`src/design/offset_packed_column_store_defines.svh`:
```
// assertion helpers shared by the offset store
`ifndef OFFSET_PACKED_COLUMN_STORE_DEFINES_SVH
`define OFFSET_PACKED_COLUMN_STORE_DEFINES_SVH

// same-cycle implication, disabled while reset is low
`define OCS_ASSERT_IMPL(label, clk, rst_n, ante, cons) \
    label: assert property (@(posedge clk) disable iff (!(rst_n)) (ante) |-> (cons)) \
        else $error("offset store check failed");

// next-cycle implication, disabled while reset is low
`define OCS_ASSERT_NEXT(label, clk, rst_n, ante, cons) \
    label: assert property (@(posedge clk) disable iff (!(rst_n)) (ante) |=> (cons)) \
        else $error("offset store check failed");

`endif

```
`src/design/ocs_pkg.sv`:
```
`default_nettype none

package ocs_pkg;

    localparam int OFFSET_BITS = 8;
    localparam int DEPTH       = 1024;
    localparam int VALUE_W     = 32;
    localparam int BASE_W      = 34;
    localparam int DIFF_W      = 35;
    localparam int IDX_W       = $clog2(DEPTH);
    localparam int CNT_W       = $clog2(DEPTH + 1);
    localparam int CELL_BITS   = 3;
    localparam int NUM_CELLS   = 1 << CELL_BITS;
    localparam int ROW_W       = IDX_W - CELL_BITS;
    localparam int BANK_DEPTH  = DEPTH >> CELL_BITS;
    localparam int OFS_MAX     = (1 << OFFSET_BITS) - 1;
    localparam int SPARE       = (OFS_MAX + 1) >> 3;

    localparam logic MODE_PUSH = 1'b0;
    localparam logic MODE_READ = 1'b1;

    typedef enum logic [1:0] {
        OP_WRITE,
        OP_READ,
        OP_SWEEP
    } t_op;

    // command travelling down the cell chain
    typedef struct packed {
        logic                   valid;
        t_op                    op;
        logic [CELL_BITS-1:0]   slot;
        logic [ROW_W-1:0]       row;
        logic [OFFSET_BITS-1:0] data;
    } t_cmd;

    // read data travelling behind the command, leaving each cell in the cycle after it
    typedef struct packed {
        logic                   valid;
        logic [OFFSET_BITS-1:0] data;
    } t_res;

    typedef enum logic [3:0] {
        S_IDLE,
        S_CALC,
        S_DEC,
        S_ROOM,
        S_SWEEP,
        S_GAP,
        S_PUSHW,
        S_WAIT_RD,
        S_OUT
    } t_state;

endpackage

`default_nettype wire

```
`src/design/ocs_cell.sv`:
```
`default_nettype none

module ocs_cell (
    input  logic          i_clk,
    input  logic          i_rst_n,
    input  ocs_pkg::t_cmd i_cmd,
    input  ocs_pkg::t_res i_res,
    output ocs_pkg::t_cmd o_cmd,
    output ocs_pkg::t_res o_res
);
    import ocs_pkg::*;

    logic [OFFSET_BITS-1:0] r_mem [BANK_DEPTH];
    logic [OFFSET_BITS-1:0] r_rd;
    logic [OFFSET_BITS-1:0] r_shift;
    logic [ROW_W-1:0]       r_waddr;
    logic                   r_wpend;
    logic                   r_hit;
    t_cmd                   r_cmd, n_cmd;
    t_res                   r_res, n_res;

    logic w_sweep;
    logic w_hit_rd;
    logic w_hit_wr;

    // sweeps hit every cell, reads and writes only the addressed one
    assign w_sweep  = i_cmd.valid && (i_cmd.op == OP_SWEEP);
    assign w_hit_rd = i_cmd.valid && (i_cmd.op == OP_READ) && (i_cmd.slot == '0);
    assign w_hit_wr = i_cmd.valid && (i_cmd.op == OP_WRITE) && (i_cmd.slot == '0);

    always_comb begin
        n_cmd       = i_cmd;
        n_cmd.slot  = i_cmd.slot - CELL_BITS'(1);
        n_res.valid = i_res.valid | r_hit;
        n_res.data  = r_hit ? r_rd : i_res.data;
    end

    always_ff @(posedge i_clk) begin
        if (!i_rst_n) begin
            r_cmd   <= '0;
            r_res   <= '0;
            r_hit   <= 1'b0;
            r_wpend <= 1'b0;
        end else begin
            r_cmd   <= n_cmd;
            r_hit   <= w_hit_rd;
            r_wpend <= w_sweep;
            r_res   <= n_res;
        end
    end

    // bank storage: read-modify-write for sweeps, plain write for pushes
    always_ff @(posedge i_clk) begin
        if (w_sweep || w_hit_rd) begin
            r_rd <= r_mem[i_cmd.row];
        end
        if (w_sweep) begin
            r_waddr <= i_cmd.row;
            r_shift <= i_cmd.data;
        end
        if (r_wpend) begin
            r_mem[r_waddr] <= r_rd + r_shift;
        end else if (w_hit_wr) begin
            r_mem[i_cmd.row] <= i_cmd.data;
        end
    end

    assign o_cmd = r_cmd;
    assign o_res = r_res;

endmodule

`default_nettype wire

```
`config.mk`:
```
export PLATFORM = sky130hd
export DESIGN_NAME = ocs_cell
export DESIGN_NICKNAME = d
export VERILOG_FILES = /design/src/design/offset_packed_column_store_defines.svh /design/src/design/ocs_pkg.sv /design/src/design/ocs_cell.sv
export SDC_FILE = /design/constraint.sdc
export NUM_CORES = 1
export LEC_CHECK = 0
export CORE_MARGIN = 3
export CORE_UTILIZATION = 40
export DETAILED_ROUTE_END_ITERATION = 16
export DONT_BUFFER_PORTS = 1
export GPL_ROUTABILITY_DRIVEN = 0
export SYNTH_ARGS = -nofsm -noshare
export SYNTH_HDL_FRONTEND = slang
export SYNTH_SLANG_ARGS = --single-unit
```
`constraint.sdc`:
```
create_clock -name i_clk -period 25.3 [get_ports i_clk]
set_input_delay 5.06 -clock i_clk [delete_from_list [all_inputs] [get_ports i_clk]]
set_output_delay 5.06 -clock i_clk [all_outputs]
set_load 0.01 [all_outputs]
```
==> summary.txt <==
Global route
  – Initial antenna violation count: 2
  – Gr usage total: 18.1%
  – Largest net degree at the start of global routing: 325
  – GRT overflow: 0
  – First-pass GRT wire length: 144000 um
  – Vias in the first global route: 20600

Logic synthesis
  – Largest family of logic cells by synthesized area: multiplexers
  – Netlist cell types: 48
  – Post-synthesis compound-gate area fraction: 3.89%
  – Async SR Flop Fraction: 0%
  – Simple-Gate Fraction of Synth Area: 3.78%
  – Top_reg_cell synth: edfxtp_1
  – Mapped Area: 41800 um^2
  – Synth Area in XOR/XNOR: 0.126%
  – Synth Instances: 2096
  – Post-Synthesis Net Count: 2138
  – Post-Synth Adder-Cell Area: 0.317%
  – Mux share of post-synthesis cell area: 13.6%
  – Sequential element share of the synthesized area: 76.7%
  – Post-synthesis register bit count: 1079
  – Post-synth EDFFs: 1047
  – Syn. warnings: 0
  – Mean Syn Cell Area: 20.0 um^2

Worst setup path
  – Critical path class: input pin to register
  – Worst Path Arrival: 8.40 ns
  – Worst EP required: 25.68 ns
  – Worst r2r path cells: 11
  – Crit-path max FO: 324
  – Crit end category: register
  – Startpoint types: input pin

Status
  – Status: finished, final reports clean

Clock network
  – PostCTS Resize Cnt: 0
  – CTS Root Cell: clkbuf_16
  – CTS tree: built
  – Clock latency on the worst-skew pair: 0.66 ns
  – Hold buffers post-CTS: 0
  – H-tree depth: 3
  – CTS buffer count: 106
  – Clk buf depth: 3
  – Clk sinks: 1079
  – Setup bufs post-CTS: 0
  – Clock Pin Slew Worst Setup and Hold Paths: 0.06 ns

Timing
  – Clock Skew: 0.0281 ns
  – Fin crit share: 31.7%
  – Max-slew violation count: 0
  – Max Clk Rate: 0.125 GHz
  – Unrepaired setup endpoints after global routing: no
  – # setup viols final: 0
  – Worst-Margin Slew: 1.43 ns
  – Hold_ws: 0.575 ns
  – Final Hold Fails: 0
  – Final setup margin: 17.28 ns
  – Final total negative setup slack: 0 ns
  – Relative slew slack: 4.89%
  – Final min period: 8.02 ns

Floorplan
  – Width of the die: 329 um
  – Site Rows: 117
  – IO Count: 62
  – Die area: 108000 um^2
  – Starting Density: 40.7%
  – Die Ht: 329 um
  – Core area: 103000 um^2

Detailed routing
  – ANT nets after route: 0
  – Via Count: 20500
  – Drt via density: 5.72
  – Final wirelength: 98200 um
  – DR pass1 iterations: 5
  – Wire length per cell: 27.4 um
  – Initial DRC Count: 2392
  – DRC: 0

Min path
  – HP Class: register to register
  – WHS Path Cells: 2

Power and ir drop
  – Static Leakage: 14.6 nW
  – Tot Pwr: 3.86 mW
  – P per Cell Area: 82.2 nW/um^2
  – Maximum vdd drop: 0.0567 mV

Run
  – Max-cap violations: 0

Place
  – IO buf count: 0
  – Pre-CTS setup slack: 16.71 ns
  – Post-Place Cells: 3385
  – Post-DP HPWL: 57600 um
  – DP Area: 43400 um^2

Finish
  – Layout Utilization: 45.7%
  – Antenna Diode Count: 0
  – Layout cells sized above 1: 19.5%
  – Post-Layout Inst Area: 46900 um^2
  – NumNets Final: 2168
  – Area growth, synth to finish: 12.2%
  – Final Non-Filler Cells: 3582
==> placed cells by master (no fill, tap or decap), types with 21 or more instances in the layout <==
master and instances:
clkinv_2 24, clkbuf_16 109, clkinv_1 21, dfxtp_1 32
nand2_1 38, a21oi_1 21, a22oi_1 128, a221oi_1 24
nor2_1 132, buf_4 41, mux4_2 192, mux2i_1 137
edfxtp_1 1047, nand3_1 37, and2_1 22
==> metal layers <==
metal  GRT usage (%)  vias to the layer above  routed length, um
li1                -                     8697                  -
met1            26.2                    10700              42400
met2            27.7                      891              45300
met3            3.68                      158               7600
met4            6.00                        2               2920
met5               0                        -                 18
==> power by group <==
part	switching, mW	internal, mW
combinational	0.160	0.0598
sequential	0.00388	2.03
clock	0.652	0.949
==> path summary, 6_finish.rpt <==
| path | start | to | slack (ns) |
|---|---|---|---|
| worst max-delay path | i_cmd[8] | r_rd[0] | 17.28 |
| worst min-delay path | r_rd[2] | o_res[2] | 0.58 |
| worst max register to register | r_rd[0] | r_mem[55][6] | 21.20 |
| worst min register to register | r_rd[2] | o_res[2] | 0.58 |
==> flip-flops by register name (all words and copies together) (netlist names) <==
register / cells
r_wpend: 1
r_shift: 8
o_cmd: 21
o_res: 9
r_waddr: 7
r_mem: 1024
r_hit: 1
r_rd: 8
==> cell type report <==
class / instances / area (um^2)
clock buffers: 124 / 2780
clock inverters: 72 / 771
fillers: 8575 / 55800
inverters: 8 / 30.0
multi-input cells: 889 / 9230
flip-flops and latches: 1079 / 32100
well taps: 1368 / 1710
repair buffers: 42 / 313
==> synth_stat cells (10+ instances only) <==
cell | instances | area (um^2)
edfxtp_1 | 1047 | 31400
mux4_2 | 192 | 4320
mux2i_1 | 137 | 1370
nor2_1 | 134 | 503
a22oi_1 | 128 | 961
clkbuf_1 | 55 | 206
nand2_1 | 39 | 146
nand3_1 | 37 | 185
dfxtp_1 | 32 | 641
buf_2 | 30 | 150
a221oi_1 | 24 | 210
a21oi_1 | 23 | 115
and2_1 | 22 | 138
nor2b_1 | 19 | 119
nor3_1 | 18 | 90.1
a22o_1 | 16 | 140
nand4_1 | 16 | 100
buf_4 | 14 | 105
buf_1 | 12 | 45.0
o21ai_0 | 10 | 50.1
==> critical path: stages <==
cell and delay (ns):
mux4_2 0.89, a22o_1 0.28, a221oi_1 0.44, o22ai_1 0.30
a221oi_1 0.71, nand2_1 0.13
==> kinds of logic after synthesis <==
kind of cell	after synthesis
buf+inv	128
fa+ha+maj	10
xor+xnor	6
mux	330
flops	1079
compound gates	221
simple gates	322
(Power assumes the default switching activity.)
